### src/design/frd_pkg.sv
// Shared types and constants for the fraction reducer.
// Depends on nothing; every other design file imports it.
`timescale 1ns / 1ps
`default_nettype none

package frd_pkg;

   localparam int DATA_WIDTH = 32;
   localparam int CNT_W      = $clog2(DATA_WIDTH);

   localparam logic [CNT_W-1:0] DIV_LAST = CNT_W'(DATA_WIDTH - 1);

   typedef logic [DATA_WIDTH-1:0] mag_type;

   // controller -> datapath
   typedef struct packed {
      logic load;       // item accepted: capture magnitudes and signs
      logic strip;      // drop a common factor of two
      logic gcd_step;   // one binary GCD step
      logic div_start;  // start a division by the odd GCD
      logic div_sel_d;  // dividend is the denominator
      logic take_rn;    // store numerator quotient
      logic out_load;   // write the result register
   } cmd_type;

   // datapath -> controller
   typedef struct packed {
      logic any_zero;
      logic both_even;
      logic gcd_equal;
      logic div_done;
      logic out_free;
   } sts_type;

   typedef enum logic [5:0] {
      ST_IDLE  = 6'b000001,
      ST_STRIP = 6'b000010,
      ST_GCD   = 6'b000100,
      ST_DIVN  = 6'b001000,
      ST_DIVD  = 6'b010000,
      ST_DONE  = 6'b100000
   } state_type;

endpackage

`default_nettype wire

### src/design/frd_div.sv
// Restoring divider, one quotient bit per cycle.
// Depends on frd_pkg.
`timescale 1ns / 1ps
`default_nettype none

module frd_div (
   input  wire logic            clock,
   input  wire logic            reset,
   input  wire logic            start,
   input  wire frd_pkg::mag_type dividend,
   input  wire frd_pkg::mag_type divisor,
   output logic                 done,
   output frd_pkg::mag_type     quotient
);
   import frd_pkg::*;

   logic              busy_ff, busy_in;
   logic              done_ff, done_in;
   logic [CNT_W-1:0]  cnt_ff, cnt_in;
   mag_type           rem_ff, rem_in;
   mag_type           quo_ff, quo_in;
   logic [DATA_WIDTH:0] trial, diff;

   always_comb begin
      trial   = {rem_ff, quo_ff[DATA_WIDTH-1]};
      diff    = trial - {1'b0, divisor};
      busy_in = busy_ff;
      done_in = 1'b0;
      cnt_in  = cnt_ff;
      rem_in  = rem_ff;
      quo_in  = quo_ff;
      if (start) begin
         busy_in = 1'b1;
         cnt_in  = '0;
         rem_in  = '0;
         quo_in  = dividend;
      end else if (busy_ff) begin
         if (!diff[DATA_WIDTH]) begin
            rem_in = diff[DATA_WIDTH-1:0];
            quo_in = {quo_ff[DATA_WIDTH-2:0], 1'b1};
         end else begin
            rem_in = trial[DATA_WIDTH-1:0];
            quo_in = {quo_ff[DATA_WIDTH-2:0], 1'b0};
         end
         cnt_in = cnt_ff + 1'b1;
         if (cnt_ff == DIV_LAST) begin
            busy_in = 1'b0;
            done_in = 1'b1;
         end
      end
   end

   always_ff @(posedge clock) begin
      if (reset) begin
         busy_ff <= 1'b0;
         done_ff <= 1'b0;
         cnt_ff  <= '0;
      end else begin
         busy_ff <= busy_in;
         done_ff <= done_in;
         cnt_ff  <= cnt_in;
      end
      rem_ff <= rem_in;
      quo_ff <= quo_in;
   end

   assign done     = done_ff;
   assign quotient = quo_ff;

endmodule

`default_nettype wire

### src/design/frd_dpath.sv
// Datapath: magnitudes, binary GCD registers, divider and result register.
// Depends on frd_pkg and frd_div.
`timescale 1ns / 1ps
`default_nettype none

module frd_dpath (
   input  wire logic                      clock,
   input  wire logic                      reset,
   input  wire frd_pkg::cmd_type          cmd,
   output frd_pkg::sts_type               sts,
   input  wire logic signed [frd_pkg::DATA_WIDTH-1:0] req_numerator,
   input  wire logic signed [frd_pkg::DATA_WIDTH-1:0] req_denominator,
   output logic                           rsp_valid,
   input  wire logic                      rsp_ready,
   output logic signed [frd_pkg::DATA_WIDTH-1:0] rsp_reduced_num,
   output logic [frd_pkg::DATA_WIDTH-2:0] rsp_reduced_den,
   output logic                           rsp_is_whole,
   output logic                           rsp_status
);
   import frd_pkg::*;

   mag_type a_ff, a_in, b_ff, b_in;
   mag_type n_ff, n_in, d_ff, d_in;
   mag_type rn_ff;
   logic    neg_ff;
   mag_type a_minus_b, b_minus_a, quo;
   logic    div_done;

   logic                          valid_ff, valid_in;
   logic signed [DATA_WIDTH-1:0]  num_ff, num_in;
   logic [DATA_WIDTH-2:0]         den_ff, den_in;
   logic                          whole_ff, whole_in;
   logic                          stat_ff, stat_in;

   frd_div u_div (
      .clock    (clock),
      .reset    (reset),
      .start    (cmd.div_start),
      .dividend (cmd.div_sel_d ? d_ff : n_ff),
      .divisor  (a_ff),
      .done     (div_done),
      .quotient (quo)
   );

   assign a_minus_b = a_ff - b_ff;
   assign b_minus_a = b_ff - a_ff;

   // GCD registers; negation of the most negative value yields 2^(W-1), as wanted
   always_comb begin
      a_in = a_ff;
      b_in = b_ff;
      n_in = n_ff;
      d_in = d_ff;
      if (cmd.load) begin
         a_in = req_numerator[DATA_WIDTH-1] ? mag_type'(-req_numerator)
                                            : mag_type'(req_numerator);
         b_in = req_denominator[DATA_WIDTH-1] ? mag_type'(-req_denominator)
                                              : mag_type'(req_denominator);
         n_in = a_in;
         d_in = b_in;
      end else if (cmd.strip) begin
         a_in = a_ff >> 1;
         b_in = b_ff >> 1;
         n_in = n_ff >> 1;
         d_in = d_ff >> 1;
      end else if (cmd.gcd_step) begin
         if (!a_ff[0]) begin
            a_in = a_ff >> 1;
         end else if (!b_ff[0]) begin
            b_in = b_ff >> 1;
         end else if (a_ff > b_ff) begin
            a_in = a_minus_b >> 1;
         end else begin
            b_in = b_minus_a >> 1;
         end
      end
   end

   // result formatting
   always_comb begin
      valid_in = valid_ff;
      num_in   = num_ff;
      den_in   = den_ff;
      whole_in = whole_ff;
      stat_in  = stat_ff;
      if (rsp_ready) begin
         valid_in = 1'b0;
      end
      if (cmd.out_load) begin
         valid_in = 1'b1;
         if (d_ff == '0) begin
            num_in   = '0;
            den_in   = '0;
            whole_in = 1'b0;
            stat_in  = 1'b1;
         end else if (n_ff == '0) begin
            num_in   = '0;
            den_in   = (DATA_WIDTH-1)'(1);
            whole_in = 1'b1;
            stat_in  = 1'b0;
         end else begin
            if (neg_ff) begin
               num_in = -$signed(rn_ff);
            end else if (rn_ff[DATA_WIDTH-1]) begin
               num_in = {1'b0, {(DATA_WIDTH-1){1'b1}}};
            end else begin
               num_in = $signed(rn_ff);
            end
            den_in   = quo[DATA_WIDTH-1] ? {(DATA_WIDTH-1){1'b1}} : quo[DATA_WIDTH-2:0];
            whole_in = (quo == mag_type'(1));
            stat_in  = 1'b0;
         end
      end
   end

   always_ff @(posedge clock) begin
      if (reset) begin
         valid_ff <= 1'b0;
      end else begin
         valid_ff <= valid_in;
      end
      a_ff     <= a_in;
      b_ff     <= b_in;
      n_ff     <= n_in;
      d_ff     <= d_in;
      num_ff   <= num_in;
      den_ff   <= den_in;
      whole_ff <= whole_in;
      stat_ff  <= stat_in;
      if (cmd.load) begin
         neg_ff <= req_numerator[DATA_WIDTH-1] ^ req_denominator[DATA_WIDTH-1];
      end
      if (cmd.take_rn) begin
         rn_ff <= quo;
      end
   end

   assign sts.any_zero  = (a_ff == '0) || (b_ff == '0);
   assign sts.both_even = !a_ff[0] && !b_ff[0];
   assign sts.gcd_equal = (a_ff == b_ff);
   assign sts.div_done  = div_done;
   assign sts.out_free  = !valid_ff || rsp_ready;

   assign rsp_valid       = valid_ff;
   assign rsp_reduced_num = num_ff;
   assign rsp_reduced_den = den_ff;
   assign rsp_is_whole    = whole_ff;
   assign rsp_status      = stat_ff;

endmodule

`default_nettype wire

### src/design/frd_ctrl.sv
// Sequencer for the fraction reducer: strip, GCD, two divisions, write-out.
// Depends on frd_pkg.
`timescale 1ns / 1ps
`default_nettype none

module frd_ctrl (
   input  wire logic             clock,
   input  wire logic             reset,
   input  wire logic             req_valid,
   output logic                  req_ready,
   input  wire frd_pkg::sts_type sts,
   output frd_pkg::cmd_type      cmd
);
   import frd_pkg::*;

   state_type state_ff, state_in;

   always_comb begin
      state_in = state_ff;
      cmd      = '0;
      case (state_ff)
         ST_IDLE: begin
            if (req_valid) begin
               cmd.load = 1'b1;
               state_in = ST_STRIP;
            end
         end
         ST_STRIP: begin
            if (sts.any_zero) begin
               state_in = ST_DONE;
            end else if (sts.both_even) begin
               cmd.strip = 1'b1;
            end else begin
               state_in = ST_GCD;
            end
         end
         ST_GCD: begin
            if (sts.gcd_equal) begin
               cmd.div_start = 1'b1;
               state_in      = ST_DIVN;
            end else begin
               cmd.gcd_step = 1'b1;
            end
         end
         ST_DIVN: begin
            if (sts.div_done) begin
               cmd.take_rn   = 1'b1;
               cmd.div_start = 1'b1;
               cmd.div_sel_d = 1'b1;
               state_in      = ST_DIVD;
            end
         end
         ST_DIVD: begin
            if (sts.div_done) begin
               state_in = ST_DONE;
            end
         end
         ST_DONE: begin
            if (sts.out_free) begin
               cmd.out_load = 1'b1;
               state_in     = ST_IDLE;
            end
         end
         default: begin
            state_in = ST_IDLE;
         end
      endcase
   end

   always_ff @(posedge clock) begin
      if (reset) begin
         state_ff <= ST_IDLE;
      end else begin
         state_ff <= state_in;
      end
   end

   assign req_ready = (state_ff == ST_IDLE);

endmodule

`default_nettype wire

### src/design/fraction_reducer_core.sv
// Fraction reducer: signed a/b to lowest terms, sign on the numerator.
// Steps: load, strip common factors of two, binary GCD, numerator and denominator
//   divides by the GCD, then write-out. A zero numerator or denominator goes from
//   strip straight to write-out. One item in flight; a finished result
//   may wait in the output register while the next item is accepted.
// Reset (synchronous, active high) returns the sequencer to idle and drops rsp_valid.
`timescale 1ns / 1ps
`default_nettype none

module fraction_reducer_core (
   input  wire logic                      clock,
   input  wire logic                      reset,
   input  wire logic                      req_valid,
   output logic                           req_ready,
   input  wire logic signed [frd_pkg::DATA_WIDTH-1:0] req_numerator,
   input  wire logic signed [frd_pkg::DATA_WIDTH-1:0] req_denominator,
   output logic                           rsp_valid,
   input  wire logic                      rsp_ready,
   output logic signed [frd_pkg::DATA_WIDTH-1:0] rsp_reduced_num,
   output logic [frd_pkg::DATA_WIDTH-2:0] rsp_reduced_den,
   output logic                           rsp_is_whole,
   output logic                           rsp_status
);
   import frd_pkg::*;

   cmd_type cmd;
   sts_type sts;

   // Sequencer: idle -> strip common twos -> binary GCD -> numerator divide
   //   -> denominator divide -> write result when output register is free.
   frd_ctrl u_ctrl (
      .clock     (clock),
      .reset     (reset),
      .req_valid (req_valid),
      .req_ready (req_ready),
      .sts       (sts),
      .cmd       (cmd)
   );

   // Datapath: both operands and their copies are shifted together while both
   // are even, so after the odd GCD is found the copies divide exactly by it.
   frd_dpath u_dpath (
      .clock           (clock),
      .reset           (reset),
      .cmd             (cmd),
      .sts             (sts),
      .req_numerator   (req_numerator),
      .req_denominator (req_denominator),
      .rsp_valid       (rsp_valid),
      .rsp_ready       (rsp_ready),
      .rsp_reduced_num (rsp_reduced_num),
      .rsp_reduced_den (rsp_reduced_den),
      .rsp_is_whole    (rsp_is_whole),
      .rsp_status      (rsp_status)
   );

endmodule

`default_nettype wire
### config.mk
export PLATFORM = sky130hd
export DESIGN_NAME = fraction_reducer_core
export DESIGN_NICKNAME = d
export VERILOG_FILES = /design/src/design/frd_pkg.sv /design/src/design/frd_div.sv /design/src/design/frd_dpath.sv /design/src/design/frd_ctrl.sv /design/src/design/fraction_reducer_core.sv
export SDC_FILE = /design/constraint.sdc
export NUM_CORES = 1
export LEC_CHECK = 0
export BUFFER_PORTS_ARGS = -buffer_cell sky130_fd_sc_hd__buf_2
export CORE_ASPECT_RATIO = 1.4
export CORE_UTILIZATION = 60
export CTS_BUF_LIST = sky130_fd_sc_hd__clkbuf_2
export DETAILED_ROUTE_END_ITERATION = 8
export HOLD_SLACK_MARGIN = 0.03
export PLACE_DENSITY = 0.81
export RECOVER_POWER = 25
export SLEW_MARGIN = 40
export SYNTH_ARGS = -nofsm -noshare
export SYNTH_HDL_FRONTEND = slang
export SYNTH_SLANG_ARGS = --single-unit
### constraint.sdc
create_clock -name clock -period 6.61 [get_ports clock]
set_input_delay 1.6525 -clock clock [delete_from_list [all_inputs] [get_ports clock]]
set_output_delay 1.6525 -clock clock [all_outputs]
set_load 0.005 [all_outputs]
# Yosys cells after proc, flatten, opt, wreduce, memory -nomap -nowiden
# Cells that the tools add are included.
[word_totals]
reg_bits = 304
latchBits = 0
mem_bits_rw = 0
romBits = 0
out_inout_bits = 67
elab_cells = 126
mem_count = 0
[classes]
addsub = 7
multipliers = 0
div = 0
magnitude_cmp = 1
n_eq_ne = 18
shifts = 0
mux = 56
bitwise_logic = 2
n_reduce_logical = 22
[ops]
columns = ["operator", "n"]
rows = [
  ["two-way mux 32 bit", 23],
  ["logical NOT 32 bit", 4],
  ["negator 32 bit", 3],
  ["subtractor 32 bit", 2],
  ["two-way mux 31 bit", 2],
  ["two-way mux 6 bit", 7],
  ["case mux 6 bit (6 select lines)", 1],
  ["subtractor 33 x 32 -> 33 bit", 1],
  ["== test 32 x 1 -> 1 bit, second input constant", 1],
  ["== test 32 bit", 1],
  ["> comparator 32 bit", 1],
  ["two-way mux 1 bit", 20],
  ["!= test 4 bit, second input constant", 3],
  ["== test 6 x 1 -> 1 bit, second input constant", 1],
  ["== test 6 x 2 -> 1 bit, second input constant", 1],
  ["== test 6 x 3 -> 1 bit, second input constant", 1],
  ["== test 6 x 4 -> 1 bit, second input constant", 1],
  ["== test 6 x 5 -> 1 bit, second input constant", 1],
  ["== test 6 bit, second input constant", 1],
  ["!= test 2 bit, second input constant", 3],
  ["AND reduction 3 bit", 2],
  ["AND reduction 6 bit", 1],
  ["nonzero test 2 bit", 3],
  ["nonzero test 3 bit", 2],
  ["15 further kinds", 20],
]

# Longest topological paths before layout
[depth]
depth_word = 7
ltp_mapped = 15

# By module
# Synthesis repeated with hierarchy kept, for this count alone.
[hier_totals]
hier_cells = 2267
hier_area_um2 = 20895.0
[modules_own_cells]
columns = ["mod", "instances", "cells_per_inst", "area_each_um2", "seq_area_each_um2"]
rows = [
  ["frd_dpath", 1, 1685, 15616.2, 6806.5],
  ["frd_div", 1, 524, 4815.9, 1741.7],
  ["frd_ctrl", 1, 58, 462.9, 120.1],
]

# Worst setup path after synthesis
# No wires, ideal clock.
[synth_timing]
path_kind = "in2reg"
startpoint = "input rsp_ready"
endpoint = "register u_dpath.whole_ff (netlist: u_dpath.rsp_is_whole), enable pin"
arrival_time_ns = 4.683
required_ns = 6.114
path_slack_ns = 1.432
path_stages = 2
path_cell_list = "nand2b_1 -> nor2b_1"
[synth_lines]
columns = ["item", "line", "source"]
rows = [
  ["start, declared", "fraction_reducer_core.sv:18", "input wire logic rsp_ready,"],
  ["end signal, assigned", "frd_dpath.sv:128", "whole_ff <= whole_in;"],
  ["end, declared", "frd_dpath.sv:32", "logic whole_ff, whole_in;"],
]

# Worst setup path after layout
[layout_timing]
startpoint = "register u_ctrl.state_ff[1]"
endpoint = "register u_dpath.n_ff[9], enable pin"
[layout_via]
elab_chain_len = 3
word_cells_on_any_way = 5
cone_classes = "eq/ne: 2; mux: 2; reduce/logical: 1"
[layout_lines]
columns = ["item", "line", "source"]
rows = [
  ["start, declared", "frd_ctrl.sv:16", "state_type state_ff, state_in;"],
  ["start signal, assigned", "frd_ctrl.sv:74", "state_ff <= state_in;"],
  ["== test 6 x 2 -> 1 bit or == test 6 x 1 -> 1 bit (tied branches)", "frd_ctrl.sv:21", "case (state_ff)"],
  ["two-way mux 1 bit", "frd_ctrl.sv:21", ""],
  ["nonzero test 2 bit (no source line) (*)", "-", ""],
  ["end signal, assigned", "frd_dpath.sv:124", "n_ff <= n_in;"],
  ["end, declared", "frd_dpath.sv:23", "mag_type n_ff, n_in, d_ff, d_in;"],
]
# Every way passes the cells marked *; elsewhere a longest branch is shown, timed or not.
# A chain may end at the register's enable or synchronous reset.

==> impl_results.md <==
- Max Cap Viol: 5
- Synthesized Nets: 2352
- Post-synthesis sequential area ratio: 0.430
- Unrepaired setup endpoints after global routing: false
- Period utilization: 0.812
- Comb pwr share: 0.407
- Clock buffer depth: 3
- Crit-path cells: nor3_1 > and3_1 > nand2_1 > clkbuf_1 > inv_8 > a21oi_1 > clkinv_2 > buf_4
- Synth Register Bits: 304
- Worst hold-check path type: flop to flop
- Slew of the pin with the lowest slew margin: a little over 4 ns
- WHS: 0.480 ns
- Vias per inst: 6.39
- Sw frac: 0.410
- Critical Path RT: ~7.3 ns
- Initial antenna violation count: 3
- Setup TNS: 0 ns
- GRT Residual Overflow: 0
- Die Y: 219 um
- WL per Instance: 21.9 um
- M3 GR Usage: 0.0541
- Slew margin rel.: -1.71
- Clock power share: 0.209
- Tot GR Track Use: 0.358
- Net count, final: 2457
- First-pass GRT wire length: 93.4 mm
- Syn avg cell area: between 9 and 10 sq um
- Endpoints failing setup: 0
- Hpwl dp: 46.8 mm
- Starting density of the core: 0.608
- Die width: 157 um
- Setup CP Type: flop to flop
- Drt total wl: 61.2 mm
- Final Hold Fails: 0
- Reg power frac: 0.384
- CTS tree: built
- Post-route cell area: approximately 22000 sq um
- Dpl ws: approximately 1.5 ns
- Post-DRT Antenna Nets: 0
- Largest net degree at the start of global routing: around 130
- Final Wtd Congestion: around 1.0
- Failing checks: capacitance limit, slew limit
- Sw power: between 2000 and 3000 uW
- Maximum vdd drop: approximately 0.28 mV
- Synthesized area: just over 20000 sq um
- Slowest-stage cell, CP: clkbuf_1
- PortBufs: 134
- Die area: approximately 34000 sq um
- Count of cell types in the netlist: between 70 and 80
- Layout cells sized above 1: 0.126
- Main synth FF type: edfxtp_1
- # IOs: 135
- Clock net sink count: 304
- CTS buffer count: between 70 and 80
- Initial DRC count: 1516
- Worst Skew: 0.0603 ns
- Power Internal: 3840 uW
- Static Leak: 0.00840 uW
- Synth area leaders: edfxtp_1, a21oi_1, ha_1, dfxtp_1, nor2_1
- Vias in the first global route: between 15000 and 20000
- GR Layer Usage met2: 0.615
- First-pass DRT Iterations: 5
- CTS Hold Buffers Added: 0
- Worst hold path stage count: 2
- Layer with the highest usage: met2
- Core area: around 33000 sq um
- Root buf cell: clkbuf_2
- R2R depth: 8
- FMAX: 0.186 GHz
- H-tree depth: 3
- Delay of the slowest cell on the worst path: 1.26 ns
- Critical path peak fanout: 126
- Yosys warnings: 0
- Routed vias: 17900
- Arrival time worst endpoint: 6.04 ns
- Met1 Use GR: 0.421
- Row Count: 79
- CTS resizes: 0
- Yosys top cell area share: 0.385
- Synthesized instance count: roughly 2200
- Residual DRC count: 0
- Status: complete, but fails checks
- Clock transition at path regs: 0.11 ns
- Async S/R FF share, synth: 0
- Final Core Density: 0.659
- Critical Path Start Type: flop
- Placed inst area: 21100 sq um
- Pwr per Cell Area: around 300 nW/um^2
- Biggest area consumer among synthesized cells: edfxtp_1
- Slew Limit Fails: around 260
- # Post-CTS Setup Buffers: 0
- Post-synth EDFFs: ~260
- Clk_lat worst skew: 0.99 ns
- Crit path capture type: flop
- Minimum clock period: between 5 and 6 ns
- Layout overhead on the synthesized area: 8.41%
- Setup slack after layout: 1.24 ns
[worst max-delay path: cells and delay by family, from the launching register on]
family / cells / cell delay, ns
buffers and inverters: 4 / 3.21
and+or+nand+nor: 3 / 0.45
DFF: 1 / 0.44
AOI/OAI and AO/OA: 1 / 0.89
[stage by stage]
step | total power, uW | instances
finish | 6510 | 2796
detailed placement | 5100 | 2654
CTS | 6450 | 2786
global placement | 5070 | 2654
floorplan | 4380 | 2180
global route | 6850 | 2789
[sequential cells by signal (all words and copies together) (netlist names), 5 cells and up]
| signal | flops |
|---|---|
| u_dpath.rsp_reduced_den | 31 |
| u_dpath.d_ff | 32 |
| u_dpath.rn_ff | 32 |
| u_dpath.u_div.quotient | 32 |
| u_dpath.n_ff | 32 |
| u_dpath.b_ff | 32 |
| u_dpath.rsp_reduced_num | 32 |
| u_dpath.u_div.rem_ff | 32 |
| u_dpath.u_div.cnt_ff | 5 |
| u_dpath.a_ff | 32 |
| u_ctrl.state_ff | 6 |
[power by group through the flow]
stage                     logic [uW]  clock network [uW]  registers [uW]
after floorplan                 1930                   0            2450
after global placement          2540                   0            2530
after detailed placement        2570                   0            2530
after CTS                       2580                1380            2490
after global routing            2870                1460            2510
final                           2650                1360            2500
[cells by family (layout without fill, tap and decap cells)]
logic type,count (synthesis),after routing,share of synthesized area
adders and majority gates,104,104,0.0657
DFF,304,304,0.430
and+or+nand+nor,637,637,0.152
other,0,9,0
xor gates and xnor gates,148,148,0.0647
muxes,68,68,0.0339
AOI/OAI and AO/OA,693,693,0.211
buffers and inverters,226,388,0.0425
[cell usage in the layout, fill, tap and decap left out, types with 36 or more instances in the layout]
cell,Yosys,layout
a21o_1,47,47
a21oi_1,259,258
a221oi_1,37,37
buf_2,7,133
clkbuf_2,0,98
dfxtp_1,46,45
edfxtp_1,258,258
ha_1,101,101
inv_1,99,96
mux2i_1,66,66
nand2_1,136,136
nand3_1,36,36
nor2_1,230,229
nor3_1,42,42
nor4_1,45,44
o21ai_0,152,152
xnor2_1,67,67
xor2_1,80,80
[final timing paths]
path,startpoint,end,slack [ns]
max,u_ctrl.state_ff[1]$_SDFFE_PP0P_,u_dpath.n_ff[9]$_DFFE_PP_,1.24
min,u_dpath.u_div.rem_ff[11]$_SDFFE_PP0P_,u_dpath.u_div.rem_ff[11]$_SDFFE_PP0P_,0.48
max reg2reg,u_ctrl.state_ff[1]$_SDFFE_PP0P_,u_dpath.n_ff[9]$_DFFE_PP_,1.24
min reg2reg,u_dpath.u_div.rem_ff[11]$_SDFFE_PP0P_,u_dpath.u_div.rem_ff[11]$_SDFFE_PP0P_,0.48
[layer usage]
metal,wire [um],vias to the layer above
met3,4440,185
li1,-,8374
met2,30200,832
met5,0,-
met1,23100,8480
met4,3510,0
[synthesized netlist by cell type (7+ instances only)]
| cell | instances |
|---|---|
| a211oi_1 | 8 |
| a21o_1 | 47 |
| a21oi_1 | 259 |
| a221oi_1 | 37 |
| a22oi_1 | 13 |
| a311oi_1 | 19 |
| a31oi_1 | 22 |
| and3_1 | 15 |
| buf_2 | 7 |
| clkbuf_1 | 114 |
| dfxtp_1 | 46 |
| edfxtp_1 | 258 |
| ha_1 | 101 |
| inv_1 | 99 |
| mux2i_1 | 66 |
| nand2_1 | 136 |
| nand2b_1 | 19 |
| nand3_1 | 36 |
| nand3b_1 | 8 |
| nand4_1 | 27 |
| nor2_1 | 230 |
| nor2b_1 | 15 |
| nor3_1 | 42 |
| nor4_1 | 45 |
| o21a_1 | 19 |
| o21ai_0 | 152 |
| o21ai_1 | 14 |
| o21bai_1 | 17 |
| o31ai_1 | 25 |
| o41ai_1 | 12 |
| or3_1 | 19 |
| or4_1 | 15 |
| xnor2_1 | 67 |
| xor2_1 | 80 |
[area by class of cell]
type                    count  area (sq um)
multi-input cells        1650         10700
repair buffers            156           816
clock inverters            34           230
diodes                      9          22.5
clock buffers              98           490
well taps                 445           557
fillers                  2755         11300
flip-flops and latches    304          8670
inverters                 100           384
Power figures use the tool's default switching activity.
